[src/design/bas_pkg.sv]
package bas_pkg;

   localparam int MAX_KEEP_DEFAULT = 32;

   localparam logic [7:0] CHAR_OPEN  = 8'h5B;   // '['
   localparam logic [7:0] CHAR_CLOSE = 8'h5D;   // ']'
   localparam logic [7:0] CHAR_ZERO  = 8'h30;
   localparam logic [7:0] CHAR_NINE  = 8'h39;
   localparam logic [7:0] CHAR_DOT   = 8'h2E;

   localparam logic [3:0] POST_LEN  = 4'd9;
   localparam logic [2:0] LABEL_LEN = 3'd5;

   // keyword seeker phases
   localparam logic [1:0] PH_SEARCH  = 2'd0;
   localparam logic [1:0] PH_SKIP    = 2'd1;
   localparam logic [1:0] PH_COLLECT = 2'd2;
   localparam logic [1:0] PH_DONE    = 2'd3;

   function automatic logic [7:0] post_char(input logic [3:0] idx);
      logic [7:0] ch;
      case (idx)
         4'd0:    ch = 8'h70;  // p
         4'd1:    ch = 8'h6F;  // o
         4'd2:    ch = 8'h73;  // s
         4'd3:    ch = 8'h74;  // t
         4'd4:    ch = 8'h65;  // e
         4'd5:    ch = 8'h72;  // r
         4'd6:    ch = 8'h69;  // i
         4'd7:    ch = 8'h6F;  // o
         4'd8:    ch = 8'h72;  // r
         default: ch = 8'h00;
      endcase
      return ch;
   endfunction

   function automatic logic [7:0] label_char(input logic [2:0] idx);
      logic [7:0] ch;
      case (idx)
         3'd0:    ch = 8'h6C;  // l
         3'd1:    ch = 8'h61;  // a
         3'd2:    ch = 8'h62;  // b
         3'd3:    ch = 8'h65;  // e
         3'd4:    ch = 8'h6C;  // l
         default: ch = 8'h00;
      endcase
      return ch;
   endfunction

   function automatic logic is_support(input logic [7:0] ch);
      return ((ch >= CHAR_ZERO) && (ch <= CHAR_NINE)) || (ch == CHAR_DOT);
   endfunction

endpackage

[src/design/bas_if.sv]
interface bas_req_if;
   logic       valid;
   logic       ready;
   logic [7:0] char_in;
   logic       tree_last;
   modport source (output valid, output char_in, output tree_last, input ready);
   modport sink   (input valid, input char_in, input tree_last, output ready);
endinterface

interface bas_rsp_if;
   logic       valid;
   logic       ready;
   logic [7:0] char_out;
   logic       run_last;
   logic       tree_end;
   modport source (output valid, output char_out, output run_last, output tree_end,
                   input ready);
   modport sink   (input valid, input char_out, input run_last, input tree_end,
                   output ready);
endinterface

interface bas_csr_if;
   logic valid;
   logic ready;
   logic strip_all;
   modport source (output valid, output strip_all, input ready);
   modport sink   (input valid, input strip_all, output ready);
endinterface

[src/design/bas_ram.sv]
module bas_ram #(
   parameter int WIDTH = 8,
   parameter int DEPTH = 32
) (
   input  logic                                   clock,
   input  logic                                   wr_en,
   input  logic [(DEPTH > 1 ? $clog2(DEPTH) : 1)-1:0] wr_addr,
   input  logic [WIDTH-1:0]                       wr_data,
   input  logic                                   rd_en,
   input  logic [(DEPTH > 1 ? $clog2(DEPTH) : 1)-1:0] rd_addr,
   output logic [WIDTH-1:0]                       rd_data
);

   logic [WIDTH-1:0] mem_ff [DEPTH];
   logic [WIDTH-1:0] rd_data_ff;

   always_ff @(posedge clock) begin
      if (wr_en) begin
         mem_ff[wr_addr] <= wr_data;
      end
      if (rd_en) begin
         rd_data_ff <= mem_ff[rd_addr];
      end
   end

   assign rd_data = rd_data_ff;

endmodule

[src/design/bracket_annotation_stripper.sv]
// Bracket annotation stripper: takes one tree string a byte per item on req_if
// (tree_last on the final byte) and returns the cleaned bytes on rsp_if. Bytes
// outside [...] pass through; brackets do not nest, the first ']' closes. With
// strip_all set (csr_if, write only while idle) an annotation yields nothing;
// otherwise its ']' yields the run of digits and dots that starts one character
// after the first "posterior", else after the first "label", cut to MAX_KEEP
// bytes. The final byte always passes unchanged with tree_end set, and an
// annotation still open there is dropped. run_last marks the last result of an
// input item. Rate: one item per cycle while rsp_if keeps taking results and no
// ']' is playing out digits; such a ']' stalls the input until its last digit is
// loaded, each digit being a read of the digit memory (registered read) and then
// a load of the output register. No clearing pass after reset.
module bracket_annotation_stripper #(
   parameter int MAX_KEEP = bas_pkg::MAX_KEEP_DEFAULT
) (
   input  logic      clock,
   input  logic      reset,
   bas_req_if.sink   req_if,
   bas_rsp_if.source rsp_if,
   bas_csr_if.sink   csr_if
);

   localparam int AW = (MAX_KEEP > 1) ? $clog2(MAX_KEEP) : 1;
   localparam int CW = $clog2(MAX_KEEP + 1);

   typedef enum logic [2:0] {
      ST_IDLE = 3'b001,   // taking items
      ST_READ = 3'b010,   // reading one kept digit
      ST_SEND = 3'b100    // loading it into the output register
   } state_type;

   // ---------------- registers ----------------
   state_type       state_ff,    state_in;
   logic            strip_ff,    strip_in;
   logic            in_ann_ff,   in_ann_in;
   logic [3:0]      pmatch_ff,   pmatch_in;
   logic [2:0]      lmatch_ff,   lmatch_in;
   logic [1:0]      pphase_ff,   pphase_in;
   logic [1:0]      lphase_ff,   lphase_in;
   logic [CW-1:0]   pcount_ff,   pcount_in;
   logic [CW-1:0]   lcount_ff,   lcount_in;
   logic [CW-1:0]   idx_ff,      idx_in;      // digit being played out
   logic [CW-1:0]   n_ff,        n_in;        // digits to play out
   logic            sel_ff,      sel_in;      // 1: label memory
   logic            rsp_valid_ff, rsp_valid_in;
   logic [7:0]      char_out_ff, char_out_in;
   logic            run_last_ff, run_last_in;
   logic            tree_end_ff, tree_end_in;

   // ---------------- memory ports ----------------
   logic            p_we, l_we;
   logic [7:0]      p_rd, l_rd;
   logic            rd_en;

   logic            out_free;
   logic            accept;
   logic            feed;        // byte inside an annotation, not ']'
   logic [7:0]      ch;

   assign out_free = !rsp_valid_ff || rsp_if.ready;
   assign req_if.ready = (state_ff == ST_IDLE) && out_free;
   assign accept = req_if.valid && req_if.ready;
   assign ch = req_if.char_in;
   assign feed = accept && !req_if.tree_last && in_ann_ff && (ch != bas_pkg::CHAR_CLOSE);

   assign csr_if.ready = 1'b1;
   assign rd_en = (state_ff == ST_READ);

   assign rsp_if.valid    = rsp_valid_ff;
   assign rsp_if.char_out = char_out_ff;
   assign rsp_if.run_last = run_last_ff;
   assign rsp_if.tree_end = tree_end_ff;

   // ---------------- keyword seekers ----------------
   always_comb begin
      pmatch_in = pmatch_ff;
      pphase_in = pphase_ff;
      pcount_in = pcount_ff;
      p_we      = 1'b0;
      lmatch_in = lmatch_ff;
      lphase_in = lphase_ff;
      lcount_in = lcount_ff;
      l_we      = 1'b0;

      if (feed) begin
         case (pphase_ff)
            bas_pkg::PH_SEARCH: begin
               if ((pmatch_ff < bas_pkg::POST_LEN) && (ch == bas_pkg::post_char(pmatch_ff))) begin
                  pmatch_in = pmatch_ff + 4'd1;
               end else begin
                  pmatch_in = (ch == bas_pkg::post_char(4'd0)) ? 4'd1 : 4'd0;
               end
               if (pmatch_in == bas_pkg::POST_LEN) begin
                  pphase_in = bas_pkg::PH_SKIP;
               end
            end
            bas_pkg::PH_SKIP: pphase_in = bas_pkg::PH_COLLECT;
            bas_pkg::PH_COLLECT: begin
               if (bas_pkg::is_support(ch)) begin
                  if (pcount_ff < CW'(MAX_KEEP)) begin
                     p_we      = 1'b1;
                     pcount_in = pcount_ff + CW'(1);
                  end
               end else begin
                  pphase_in = bas_pkg::PH_DONE;
               end
            end
            default: ;
         endcase

         case (lphase_ff)
            bas_pkg::PH_SEARCH: begin
               if ((lmatch_ff < bas_pkg::LABEL_LEN) &&
                   (ch == bas_pkg::label_char(lmatch_ff))) begin
                  lmatch_in = lmatch_ff + 3'd1;
               end else begin
                  lmatch_in = (ch == bas_pkg::label_char(3'd0)) ? 3'd1 : 3'd0;
               end
               if (lmatch_in == bas_pkg::LABEL_LEN) begin
                  lphase_in = bas_pkg::PH_SKIP;
               end
            end
            bas_pkg::PH_SKIP: lphase_in = bas_pkg::PH_COLLECT;
            bas_pkg::PH_COLLECT: begin
               if (bas_pkg::is_support(ch)) begin
                  if (lcount_ff < CW'(MAX_KEEP)) begin
                     l_we      = 1'b1;
                     lcount_in = lcount_ff + CW'(1);
                  end
               end else begin
                  lphase_in = bas_pkg::PH_DONE;
               end
            end
            default: ;
         endcase
      end

      // opening bracket or final byte: fresh seekers
      if (accept && (req_if.tree_last || (!in_ann_ff && (ch == bas_pkg::CHAR_OPEN)))) begin
         pmatch_in = '0;
         pphase_in = bas_pkg::PH_SEARCH;
         pcount_in = '0;
         lmatch_in = '0;
         lphase_in = bas_pkg::PH_SEARCH;
         lcount_in = '0;
      end
   end

   // ---------------- control and output register ----------------
   always_comb begin
      state_in     = state_ff;
      strip_in     = strip_ff;
      in_ann_in    = in_ann_ff;
      idx_in       = idx_ff;
      n_in         = n_ff;
      sel_in       = sel_ff;
      rsp_valid_in = rsp_valid_ff && !rsp_if.ready;
      char_out_in  = char_out_ff;
      run_last_in  = run_last_ff;
      tree_end_in  = tree_end_ff;

      if (csr_if.valid) begin
         strip_in = csr_if.strip_all;
      end

      unique case (state_ff)
         ST_IDLE: begin
            if (accept) begin
               if (req_if.tree_last) begin
                  // final byte passes whatever it is; open annotation dropped
                  rsp_valid_in = 1'b1;
                  char_out_in  = ch;
                  run_last_in  = 1'b1;
                  tree_end_in  = 1'b1;
                  in_ann_in    = 1'b0;
               end else if (!in_ann_ff) begin
                  if (ch == bas_pkg::CHAR_OPEN) begin
                     in_ann_in = 1'b1;
                  end else begin
                     rsp_valid_in = 1'b1;
                     char_out_in  = ch;
                     run_last_in  = 1'b1;
                     tree_end_in  = 1'b0;
                  end
               end else if (ch == bas_pkg::CHAR_CLOSE) begin
                  in_ann_in = 1'b0;
                  idx_in    = '0;
                  // posterior wins once found, even with an empty run
                  if (!strip_ff && (pphase_ff != bas_pkg::PH_SEARCH)) begin
                     sel_in = 1'b0;
                     n_in   = pcount_ff;
                     if (pcount_ff != '0) begin
                        state_in = ST_READ;
                     end
                  end else if (!strip_ff && (lphase_ff != bas_pkg::PH_SEARCH)) begin
                     sel_in = 1'b1;
                     n_in   = lcount_ff;
                     if (lcount_ff != '0) begin
                        state_in = ST_READ;
                     end
                  end
               end
            end
         end
         ST_READ: begin
            state_in = ST_SEND;
         end
         ST_SEND: begin
            if (out_free) begin
               rsp_valid_in = 1'b1;
               char_out_in  = sel_ff ? l_rd : p_rd;
               run_last_in  = ((idx_ff + CW'(1)) == n_ff);
               tree_end_in  = 1'b0;
               idx_in       = idx_ff + CW'(1);
               state_in     = run_last_in ? ST_IDLE : ST_READ;
            end
         end
         default: state_in = ST_IDLE;
      endcase
   end

   always_ff @(posedge clock) begin
      if (reset) begin
         state_ff     <= ST_IDLE;
         strip_ff     <= 1'b0;
         in_ann_ff    <= 1'b0;
         pmatch_ff    <= '0;
         lmatch_ff    <= '0;
         pphase_ff    <= bas_pkg::PH_SEARCH;
         lphase_ff    <= bas_pkg::PH_SEARCH;
         pcount_ff    <= '0;
         lcount_ff    <= '0;
         idx_ff       <= '0;
         n_ff         <= '0;
         sel_ff       <= 1'b0;
         rsp_valid_ff <= 1'b0;
      end else begin
         state_ff     <= state_in;
         strip_ff     <= strip_in;
         in_ann_ff    <= in_ann_in;
         pmatch_ff    <= pmatch_in;
         lmatch_ff    <= lmatch_in;
         pphase_ff    <= pphase_in;
         lphase_ff    <= lphase_in;
         pcount_ff    <= pcount_in;
         lcount_ff    <= lcount_in;
         idx_ff       <= idx_in;
         n_ff         <= n_in;
         sel_ff       <= sel_in;
         rsp_valid_ff <= rsp_valid_in;
      end
   end

   always_ff @(posedge clock) begin
      char_out_ff <= char_out_in;
      run_last_ff <= run_last_in;
      tree_end_ff <= tree_end_in;
   end

   // ---------------- digit stores ----------------
   bas_ram #(
      .WIDTH (8),
      .DEPTH (MAX_KEEP)
   ) u_post_ram (
      .clock   (clock),
      .wr_en   (p_we),
      .wr_addr (pcount_ff[AW-1:0]),
      .wr_data (ch),
      .rd_en   (rd_en),
      .rd_addr (idx_ff[AW-1:0]),
      .rd_data (p_rd)
   );

   bas_ram #(
      .WIDTH (8),
      .DEPTH (MAX_KEEP)
   ) u_label_ram (
      .clock   (clock),
      .wr_en   (l_we),
      .wr_addr (lcount_ff[AW-1:0]),
      .wr_data (ch),
      .rd_en   (rd_en),
      .rd_addr (idx_ff[AW-1:0]),
      .rd_data (l_rd)
   );

endmodule

[src/flat_wrapper.sv]
// flat-port wrapper written by rule: the top's interface ports become plain ports
module bracket_annotation_stripper_flat 
#(
   parameter int MAX_KEEP = bas_pkg::MAX_KEEP_DEFAULT
)
  (clock, reset, req_if_valid, req_if_char_in, req_if_tree_last, req_if_ready, rsp_if_valid, rsp_if_char_out, rsp_if_run_last, rsp_if_tree_end, rsp_if_ready, csr_if_valid, csr_if_strip_all, csr_if_ready);
  bas_req_if req_if_i ();
  bas_rsp_if rsp_if_i ();
  bas_csr_if csr_if_i ();
  input  logic clock;
  input  logic reset;
  input wire logic [$bits(req_if_i.valid)-1:0] req_if_valid;
  input wire logic [$bits(req_if_i.char_in)-1:0] req_if_char_in;
  input wire logic [$bits(req_if_i.tree_last)-1:0] req_if_tree_last;
  output wire logic [$bits(req_if_i.ready)-1:0] req_if_ready;
  output wire logic [$bits(rsp_if_i.valid)-1:0] rsp_if_valid;
  output wire logic [$bits(rsp_if_i.char_out)-1:0] rsp_if_char_out;
  output wire logic [$bits(rsp_if_i.run_last)-1:0] rsp_if_run_last;
  output wire logic [$bits(rsp_if_i.tree_end)-1:0] rsp_if_tree_end;
  input wire logic [$bits(rsp_if_i.ready)-1:0] rsp_if_ready;
  input wire logic [$bits(csr_if_i.valid)-1:0] csr_if_valid;
  input wire logic [$bits(csr_if_i.strip_all)-1:0] csr_if_strip_all;
  output wire logic [$bits(csr_if_i.ready)-1:0] csr_if_ready;
  assign req_if_i.valid = req_if_valid;
  assign req_if_i.char_in = req_if_char_in;
  assign req_if_i.tree_last = req_if_tree_last;
  assign req_if_ready = req_if_i.ready;
  assign rsp_if_valid = rsp_if_i.valid;
  assign rsp_if_char_out = rsp_if_i.char_out;
  assign rsp_if_run_last = rsp_if_i.run_last;
  assign rsp_if_tree_end = rsp_if_i.tree_end;
  assign rsp_if_i.ready = rsp_if_ready;
  assign csr_if_i.valid = csr_if_valid;
  assign csr_if_i.strip_all = csr_if_strip_all;
  assign csr_if_ready = csr_if_i.ready;
  bracket_annotation_stripper #(.MAX_KEEP(MAX_KEEP)) u_core (.clock(clock), .reset(reset), .req_if(req_if_i), .rsp_if(rsp_if_i), .csr_if(csr_if_i));
endmodule
[config.mk]
export PLATFORM = sky130hd
export DESIGN_NAME = bracket_annotation_stripper_flat
export DESIGN_NICKNAME = d
export VERILOG_FILES = /design/src/design/bas_pkg.sv /design/src/design/bas_if.sv /design/src/design/bas_ram.sv /design/src/design/bracket_annotation_stripper.sv /design/src/flat_wrapper.sv
export SDC_FILE = /design/constraint.sdc
export NUM_CORES = 1
export LEC_CHECK = 0
export BUFFER_PORTS_ARGS = -buffer_cell sky130_fd_sc_hd__buf_2
export CAP_MARGIN = 15
export CORE_MARGIN = 4
export CORE_UTILIZATION = 68
export CTS_CLUSTER_DIAMETER = 80
export DETAILED_ROUTE_END_ITERATION = 16
export PLACE_DENSITY = 0.9
export SKIP_CTS_REPAIR_TIMING = 1
export SLEW_MARGIN = 0
export SYNTH_ARGS = -nofsm -noshare
export SYNTH_HDL_FRONTEND = slang
export SYNTH_SLANG_ARGS = --single-unit
[constraint.sdc]
create_clock -name clock -period 4.44 [get_ports clock]
set_input_delay 0.666 -clock clock [delete_from_list [all_inputs] [get_ports clock]]
set_output_delay 0.666 -clock clock [all_outputs]
set_load 0.05 [all_outputs]
Yosys cells after proc, flatten, opt, wreduce, memory -nomap -nowiden
Memory sizes are Yosys's and may differ from the RTL's. A register that Yosys moved wholly into a read port is not among the register bits.
Cells that the tools add are included.

word-level totals
  input bits = 15
  memories kept = 3
  memory bits (writable) = 512
  memory bits (read-only) = 112
  flip-flop bits (word level) = 52
  output and inout bits = 13

memory list
  name                       words  bits a word  rd ports  clocked after memory_dff  write ports  RTL line       RTL
  u_core.u_label_ram.mem_ff  32     8            1         1                         1            bas_ram.sv:14  logic [WIDTH-1:0] mem_ff [DEPTH];
  u_core.u_post_ram.mem_ff   32     8            1         1                         1            bas_ram.sv:14
  (no name shown)            16     7            1         1                         0            bas_pkg.sv:22  case (idx)

cells by class
  order comparisons = 6
  reductions and logical operators = 45
  multiplexer cells = 82
  add/subtract/negate cells = 5
  bitwise gates (word level) = 1
  equal/unequal tests = 36

operators with widths
  operator             count
  $mux 8               10
  $mux 6               7
  $mux 3               12
  $mux 1               35
  $eq 8x7->1 const B   4
  $pmux 7 s4           1
  $mux 4               5
  $add 6x1->6 const B  3
  $eq 8x8->1           2
  $pmux 8 s2           1
  $reduce_and 4->1     4
  $ne 3x3->1 const B   5
  $logic_and 1x1->1    13
  $lt 6x6->1 const B   2
  $pmux 2 s3           2
  $pmux 6 s2           1
  $reduce_and 6->1     2
  $reduce_bool 6->1    2
  $ne 2x1->1 const B   5
  $eq 3x2->1 const B   3
  $eq 3x3->1 const B   3
  $pmux 3 s3           1
  $eq 8x6->1 const B   1
  $ge 8x6->1 const B   1
  25 further kinds     50

Depth between registers and ports, before layout
Gate-level depths: netlist (run 1).

  word-level depth = 16
  mapped depth = 12
  depth with buffers taken out = 12

Hierarchy
From an unflattened synthesis (run 1), not the netlist that was laid out.

second synthesis, totals
  cell total of the unflattened synthesis = 1239
  area, all modules = 23747.8 um^2

by module, submodules not included
  module                       seq. area each (um^2)  times used  area each (um^2)  cells an instance
  bas_ram                      7927.6                 2           10133.5           417
  bracket_annotation_stripper  1261.2                 1           3480.8            405

Worst setup path after synthesis (run 1)
No wires, ideal clock.

  kind = input port to flip-flop
  start = in req_if_char_in[6]
  end = mem u_core.u_label_ram.mem_ff[0][0] (enable)
  cell stages on the path = 7
  setup slack = 1617 ps
  required time = 4070 ps
  buffers on the path = 2
  setup time = 370 ps
  arrival time = 2453 ps
  cell sequence = buf_2 -> and4bb_1 -> and4_4 -> nand3b_4 -> or4_1 -> clkbuf_1 -> nor2_1

on the way
  cells in the longest elaborated chain, start to end = 8
  elaborated cells on any way between the ends = 12

RTL lines
  item                                      RTL line                            RTL
  start, declared                           flat_wrapper.sv:13                  input wire logic [$bits(req_if_i.char_in)-1:0] req_if_char_in;
  $ge 8x6->1 or $le 8x6->1 (tied branches)  bas_pkg.sv:51                       return ((ch >= CHAR_ZERO) && (ch <= CHAR_NINE)) || (ch == CHAR_DOT);
  $logic_and 1x1->1                         bas_pkg.sv:51
  $logic_or 1x1->1                          bas_pkg.sv:51
  $mux 1                                    bracket_annotation_stripper.sv:125  if (bas_pkg::is_support(ch)) begin
  $mux 1                                    bracket_annotation_stripper.sv:111  case (lphase_ff)
  $mux 1 (*)                                bracket_annotation_stripper.sv:85   if (feed) begin
  $mux 1 (*)                                bas_ram.sv:18                       if (wr_en) begin
  $mux 1 (not written as such) (*)          bas_ram.sv:19                       mem_ff[wr_addr] <= wr_data;
  end, declared                             bas_ram.sv:14

Every way passes the cells marked *; elsewhere a longest branch is shown, timed or not.

==> summary.txt, run 1 <==
Clock tree
  • Clock sink count: around 600
  • H-tree levels: 2
  • CTS root buffer: clkbuf_16
  • Num CTS Buffers: 53
  • Worst-Skew Late Latency: approximately 0.60 ns
  • CTS tree: done
  • CTS max path bufs: 3
  • Clock Pin Slew Worst Setup and Hold Paths: 0.07 ns

Pwr
  • Sw Share: between 20% and 30%
  • IR Drop Worst-Case VDD: 472 µV
  • Int Power: approximately 8.5 mW
  • Combinational Power Share: between 2 and 2.5%
  • P_sw: 2.21 mW
  • Part of the power in registers: a little under three fifths
  • Total power: approximately 11 mW
  • Clock network power share: around two fifths
  • Static leakage: ~8 nW
  • Pwr per Cell Area: between 400 and 500 nW/µm²

Synthesis
  • Largest area contributor in the netlist: edfxtp_1
  • XOR/XNOR share of the synthesized area: less than 1%
  • Largest family of logic cells by synthesized area: multiplexers
  • Synth Area in Simple Gates: under 10%
  • Async set-reset flop share out of synthesis: 0%
  • Sequential area share after synthesis: 72.0%
  • Post-Synthesis Cells: approximately 1300
  • Adder-Cell Fraction of Synth Area: under 10%
  • Top-area cell type share of the netlist area: 68.0%
  • Post-synth EDFFs: approximately 540
  • Mux share of post-synthesis cell area: 16.4%
  • Synthesized cell area: about 24000 µm²
  • Net Count, Synth: around 1300
  • Yosys cell types: 66
  • Synth top area cells: edfxtp_1 (68%), mux4_2 (15%), dfxtp_1 (4.0%)
  • Synth Flop Type: edfxtp_1
  • Syn avg cell area: about 19 µm²
  • Post-synthesis compound-gate area fraction: 2.31%
  • Ys Warns: 0
  • Yosys reg bits: between 500 and 600

STA
  • Count of pins over their slew limit: 0
  • Tcrit/Tclk final: 76.2%
  • Hold WS: around 0.33 ns
  • Tmin final: 3.38 ns
  • Final setup margin: around 1.1 ns
  • Measured slew at the worst slew-check pin: 1.23 ns
  • F_max: between 0.2 and 0.3 GHz
  • Setup TNS: 0 ns
  • Clock Skews: about 0.032 ns
  • Final Setup Violations: 0
  • RSZ-0062 raised after global routing: no
  • Fin. Hold Viols: 0
  • Max-slew headroom: between 15 and 20%

Finish
  • Layout Cell Area excl Fill: 26100 µm²
  • Antenna cells: 0
  • Utilization after layout: between 70% and 80%
  • Share of layout cells above drive strength 1: a little under a quarter
  • Final #Nets: 1338
  • Final std cells w/o fill: approximately 1800
  • Filler instances: around 1700
  • Area Overhead vs Synth: 9.71%

Routing
  • Routed Antenna Nets: 0
  • Iteration count of the initial detailed-routing pass: 7
  • Via count: roughly 13000
  • Vias per cell: ~7.3
  • Drt drc: 0
  • 1st-iter DRT viols: 1974
  • WL final: around 60000 µm
  • WL per Instance: between 30 and 40 µm

Die
  • Die Width: a little under 200 µm
  • Die Y: 195 µm
  • Initial Util: between 60 and 70%
  • Row count: between 60 and 70
  • IO Count: 28
  • Die ar.: about 38000 µm²
  • Core area: about 35000 µm²

Critical path
  • CP Launch Type: input port
  • Critical path class: in2reg
  • CP arrival: roughly 3.8 ns
  • Crit-path cells: buf_2, buf_4, nand3_1, a21oi_1, nand3_1, nor3b_1, a211oi_1, nor2_1, inv_1, ha_1, inv_1, o211ai_1
  • Required time of the critical path: a little under 5 ns
  • CP max stage cell: buf_4
  • FF-to-FF path depth: 6
  • CP max FO: between 40 and 50
  • Worst setup EP type: flip-flop
  • Slowest stage delay, CP: 0.54 ns

Placed design
  • Port buffer count: 26
  • Post-Place Setup Slack: approximately 0.66 ns
  • RD Place Congestion: just under 0.9
  • Detailed placer's ending HPWL: around 34000 µm
  • Dpl cell area: approximately 24000 µm²
  • Placed cells: 1696

GRT
  • Vias in the first global route: roughly 13000
  • GRT Residual Overflow: 0
  • First-pass GRT wire length: between 80000 and 90000 µm
  • Initial antenna violation count: 1
  • GRT Total Usage: roughly a third
  • Largest net degree at the start of global routing: between 60 and 70

Job
  • Max cap viols: 0

Min path
  • Hold Crit Depth: 3
  • Hold crit path type: in2reg

Outcome
  • Status: finished clean
==> area by class of cell <==
class,count,area (µm²),share of cell area (%)
clock buffers,71,1410,5.42
clock inverters,27,233,0.892
inverters,25,93.8,0.360
multi-input cells,578,6280,24.1
flip-flops and latches,586,17100,65.7
well taps,455,569,2.18
repair buffers,52,363,1.39
==> synthesized netlist by cell type (3+ instances only) <==
| cell type | instances |
|---|---|
| nand2_1 | 45 |
| nand4_1 | 5 |
| or3_1 | 11 |
| nand2b_1 | 7 |
| nand3b_1 | 6 |
| xor2_1 | 15 |
| buf_2 | 10 |
| clkbuf_1 | 31 |
| mux2i_1 | 12 |
| nor3_1 | 5 |
| mux4_2 | 160 |
| edfxtp_1 | 538 |
| a21oi_2 | 3 |
| and3_1 | 4 |
| xnor2_1 | 11 |
| nor2_1 | 110 |
| ha_1 | 27 |
| buf_1 | 14 |
| or3b_2 | 4 |
| dfxtp_1 | 48 |
| mux2_2 | 16 |
| nand3_1 | 15 |
| a211oi_1 | 4 |
| buf_4 | 8 |
| a21oi_1 | 32 |
| nand4b_1 | 4 |
| inv_1 | 24 |
| nor2b_1 | 6 |
| o21ai_0 | 24 |
| a31oi_1 | 4 |
| and2_1 | 3 |
==> metal layers <==
| metal | track usage [%] | routed length, µm |
|---|---|---|
| met5 | 0 | 0 |
| met1 | 41.3 | 19400 |
| met2 | 53.4 | 30500 |
| met4 | 14.6 | 3430 |
| met3 | 6.50 | 6410 |
==> critical path: cells and delay by family <==
kind | cells | cell delay (ns)
adders and majority gates | 1 | 0.27
and+or+nand+nor | 4 | 0.82
buffers and inverters | 4 | 1.29
AOI/OAI and AO/OA | 3 | 0.79
==> final timing paths <==
| kind | startpoint | endpoint | slack [ns] |
|---|---|---|---|
| setup / recovery | req_if_char_in[5] | flip-flop | 1.06 |
| setup reg to reg | u_core.rsp_if.valid$_SDFF_PP0_ | u_core.u_post_ram.mem_ff[17][0]$_DFFE_PP_ | 1.22 |
| hold / removal | csr_if_strip_all | u_core.strip_ff$_SDFFE_PP0P_ | 0.33 |
| hold reg to reg | u_core.idx_ff[5]$_SDFFE_PP0P_ | u_core.idx_ff[5]$_SDFFE_PP0P_ | 0.48 |
==> sequential cells by signal, summed over array words and instances (netlist names), 8 cells and up, named ones only <==
register	cells
u_core.u_post_ram.rd_data	8
u_core.rsp_if.char_out	8
u_core.u_post_ram.mem_ff	256
u_core.u_label_ram.mem_ff	256
u_core.u_label_ram.rd_data	8
==> logic make-up after synthesis <==
logic type | Yosys count
buf+inv | 88
compound gates | 89
flops | 586
fa+ha+maj | 27
mux | 188
simple gates | 247
xor+xnor | 26
other cells | 1
==> power by group through the flow <==
| stage | registers (mW) | clock network, mW | logic (mW) |
|---|---|---|---|
| floorplan | 6.19 | 0 | 0.0744 |
| global placement | 6.15 | 0 | 0.227 |
| detailed placement | 6.15 | 0 | 0.241 |
| CTS | 6.04 | 4.46 | 0.247 |
| global route | 6.03 | 4.71 | 0.265 |
| finish | 6.04 | 4.46 | 0.252 |
==> cell usage in the layout, fill, tap and decap left out, drive strengths merged, types with 6 or more instances in the layout <==
cell	Yosys	layout
nor2b	6	6
a21oi	35	35
mux2	16	16
xor2	15	15
nand2	46	46
clkinv	0	19
nor3	7	7
nand3	15	15
inv	25	27
mux4	160	160
nand2b	7	7
o21ai	24	24
nor2	112	112
xnor2	11	11
dfxtp	48	48
or3	11	11
clkbuf	31	71
nand3b	7	7
buf	32	52
edfxtp	538	538
ha	27	27
mux2i	12	12
Note: power is estimated with default switching activity, not from simulation.
==> inputs of run 2 (changes only) <==
ABC_AREA = 1   (was not set)
CORE_UTILIZATION = 63   (was 68)
PLACE_DENSITY = 0.85   (was 0.9)
clock period = 3.5 ns   (was 4.44 ns; I/O delays follow)
==> summary.txt, run 2 <==
Pwr
  • Part of the power in registers: 55.2% (-1.0 points)
  • Clock network power share: 42.7% (+1.2 points)
  • P_sw: 2.76 mW (+25%)
  • Static leakage: 9.28 nW (+16%)
  • IR Drop Worst-Case VDD: 468 µV (-0.92%)
  • Sw Share: 19.9% (-0.64 points)
  • Pwr per Cell Area: 516 nW/µm² (+25%)
  • Int Power: 11.1 mW (+30%)
  • Combinational Power Share: 2.1% (-0.2 points)
  • Total power: 13.9 mW (+29%)

Synthesis
  • Top-area cell type share of the netlist area: 66.6% (-1.4 points)
  • Synthesized cell area: 24300 µm² (+2.0%)
  • Count leader, synth: edfxtp_1
  • Yosys reg bits: 586 (unchanged)
  • Largest area contributor in the netlist: edfxtp_1
  • Async set-reset flop share out of synthesis: 0% (unchanged)
  • Sequential area share after synthesis: 70.6% (-1.4 points)
  • Syn avg cell area: 11.7 µm² (-39%)
  • Yosys cell types: 38 (-42%)
  • Net Count, Synth: 2123 (+64%)
  • Synth Flop Type: edfxtp_1
  • Post-synth top cells: edfxtp_1 (538), nor2_1 (393), o21ai_0 (296)
  • Post-Synthesis Cells: 2081 (+66%)
  • Synth top area cells: edfxtp_1 (67%), o21ai_0 (6.1%), nor2_1 (6.1%)
  • Ys Warns: 0 (unchanged)
  • Post-synth EDFFs: 538 (unchanged)

Routing
  • 1st-iter DRT viols: 2924 (+48%)
  • WL per Instance: 24.4 µm (-27%)
  • Vias per cell: 6.62 (-9.6%)
  • Iteration count of the initial detailed-routing pass: 6 (-1)
  • Routed Antenna Nets: 0 (unchanged)
  • WL final: 65000 µm (+8.7%)
  • Drt drc: 0 (unchanged)
  • Via count: 17700 (+34%)

STA
  • Clock Skews: 0.0173 ns (-0.0149 ns)
  • F_max: between 0.3 and 0.4 GHz
  • Setup TNS: 0 ns (unchanged)
  • Count of pins over their slew limit: 0 (unchanged)
  • Final setup margin: 0.349 ns (-0.706 ns)
  • Max-slew headroom: 28.8% (+11 points)
  • Fin. Hold Viols: 0 (unchanged)
  • Final Setup Violations: 0 (unchanged)
  • Tcrit/Tclk final: around nine tenths
  • Hold WS: 0.142 ns (-0.185 ns)
  • Measured slew at the worst slew-check pin: 1.07 ns (-0.163 ns)
  • Tmin final: between 3 and 4 ns
  • RSZ-0062 raised after global routing: no

Finish
  • Layout Cell Area excl Fill: 26900 µm² (+3.1%)
  • Area Overhead vs Synth: 10.8%
  • Largest regs: u_core.u_label_ram.mem_ff: 256 flops, u_core.u_post_ram.mem_ff: 256 flops
  • Area occupied by registers: 17100 µm² (about the same)
  • Area occupied by multi-input gates: 6280 µm² (about the same)
  • Most common cell after layout, fill and taps aside: edfxtp_1
  • Utilization after layout: 71.0% (-4.4 points)
  • Filler instances: 2404 (+38%)
  • Commonest cells after routing, fill and taps aside: edfxtp_1 (538), nor2_1 (393), o21ai_0 (296), nand2_1 (206), o22ai_1 (130)
  • Share of layout cells above drive strength 1: 8.96% (-15 points)
  • Final #Nets: 2155 (+61%)
  • Final std cells w/o fill: 2666 (+49%)

Clock tree
  • CTS tree: done
  • CTS root buffer: clkbuf_16
  • Worst-Skew Late Latency: 0.59 ns (about the same)
  • Num CTS Buffers: 54 (+1.9%)
  • Clock Pin Slew Worst Setup and Hold Paths: 0.06 ns (about the same)
  • CTS max path bufs: 3 (unchanged)
  • H-tree levels: 2 (unchanged)
  • Clock sink count: 586 (unchanged)

Die
  • Die Width: 204 µm (+4.7%)
  • Initial Util: 64.1% (-4.7 points)
  • Die ar.: 41700 µm² (+9.7%)
  • IO Count: 28 (unchanged)
  • Die Y: 204 µm (+4.7%)
  • Row count: 71 (+4.4%)
  • Core area: 37800 µm² (+9.6%)

Min path
  • Hold Crit Depth: 2 (-1)
  • HP Start: csr_if_valid
  • Worst min-delay path endpoint: u_core.strip_ff$_SDFFE_PP0P_
  • Hold crit path type: in2reg

Critical path
  • Reg2Reg Setup Slack: 0.35 ns (-0.87 ns)
  • CP most frequent cell: inv_1
  • CP max FO: 8 (-82%)
  • RR Endpoint: u_core.u_label_ram.mem_ff[29][6]$_DFFE_PP_
  • FF-to-FF path depth: 11 (+5)
  • Critical path class: reg2reg
  • CP max stage cell: nor2_1
  • Required time of the critical path: 3.71 ns (-1.18 ns)
  • Reg-to-Reg Start: u_core.state_ff[2]$_SDFFE_PP0P_
  • Slowest stage delay, CP: 0.70 ns (+0.16 ns)
  • Worst setup EP type: flip-flop
  • Crit-path cells: inv_1, nand3_4, nor2_2, nand2_1, nor2_2, nand2_2, inv_1, nand3_1, inv_1, nand2_1, nor2_1
  • CP Launch Type: flip-flop
  • CP arrival: 3.36 ns (-0.48 ns)

GRT
  • Vias in the first global route: 17000 (+28%)
  • GRT Residual Overflow: 0 (unchanged)
  • Initial antenna violation count: 3 (+2)
  • First-pass GRT wire length: 98200 µm (+9.7%)
  • GRT Total Usage: 30.8% (-1.1 points)
  • Largest net degree at the start of global routing: 146 (+120%)

Placed design
  • Post-Place Setup Slack: 0.125 ns (-0.539 ns)
  • Dpl cell area: 25100 µm² (+2.8%)
  • Detailed placer's ending HPWL: 38800 µm (+14%)
  • RD Place Congestion: 0.930 (+6.3%)
  • Placed cells: 2568 (+51%)
  • Port buffer count: 26 (unchanged)

Job
  • Max cap viols: 0 (unchanged)

Outcome
  • Status: finished clean
==> run 2: changes by cell type in the layout (fill, tap and decap cells not counted), sizes merged, moves of 38 or more <==
cell	delta
buf	+42
inv	+76
mux4	-160
nand2	+161
nand3	+38
nor2	+283
o21ai	+273
o22ai	+130
==> run 2: routing by layer <==
metal	global-route usage (%)	part of all wire (%)	vias to the layer above	routed length, µm
met3	5.76	12	275	8080
met2	48.8	47	1471	30400
met4	15.1	5.6	0	3620
li1	-	-	7575	-
met1	41.8	35	8341	22800
met5	0	0	-	0
==> run 2: kinds of logic (layout without fill, tap and decap cells) <==
group / count (synthesis) / in the layout / share of synthesized area, %
other cells: 1 / 3 / 0.0155
xor+xnor: 11 / 11 / 0.397
flops: 586 / 586 / 70.6
buf+inv: 223 / 295 / 3.56
compound gates: 543 / 543 / 12.6
simple gates: 690 / 690 / 11.4
fa+ha+maj: 27 / 27 / 1.39
==> run 2: area by class of cell <==
cell class                      count  share of cell area [%]
Sequential cell                   586                    63.7
Multi-Input combinational cell   1272                    23.4
Clock buffer                       68                    5.34
Timing Repair Buffer               94                    2.52
Tap cell                          511                    2.38
Inverter                          105                    1.49
Clock inverter                     28                    1.21
Antenna cell                        2                  0.0186
==> run 2: how the worst max path moves through the flow <==
stage	cells past startpoint	end	start
final	11	u_core.u_label_ram.mem_ff[29][6]$_DFFE_PP_	u_core.state_ff[2]$_SDFFE_PP0P_
after global routing	11	u_core.u_label_ram.mem_ff[29][6]$_DFFE_PP_	u_core.state_ff[1]$_SDFFE_PP0P_
after CTS	11	u_core.u_label_ram.mem_ff[29][4]$_DFFE_PP_	u_core.state_ff[2]$_SDFFE_PP0P_
after detailed placement	13	u_core.u_label_ram.mem_ff[29][7]$_DFFE_PP_	req_if_char_in[7]
after global placement	13	u_core.u_label_ram.mem_ff[5][5]$_DFFE_PP_	req_if_char_in[7]
after floorplan	9	u_core.u_post_ram.mem_ff[19][0]$_DFFE_PP_	u_core.rsp_if.valid$_SDFF_PP0_
==> run 2: power groups by stage <==
| stage | Combinational [mW] | Sequential, mW | Clock (mW) |
|---|---|---|---|
| 6_report | 0.289 | 7.65 | 5.92 |
| 3_5_place_dp | 0.280 | 7.80 | 0 |
| 2_1_floorplan | 0.0758 | 7.83 | 0 |
| 4_1_cts | 0.282 | 7.65 | 5.89 |
| 5_1_grt | 0.305 | 7.65 | 6.20 |
| 3_3_place_gp | 0.273 | 7.80 | 0 |
==> run 2: worst max-delay path: cells and delay by family (launching register included) <==
family	cells	cell delay [ns]
buffers and inverters	3	0.42
DFF	1	0.33
and+or+nand+nor	8	2.03
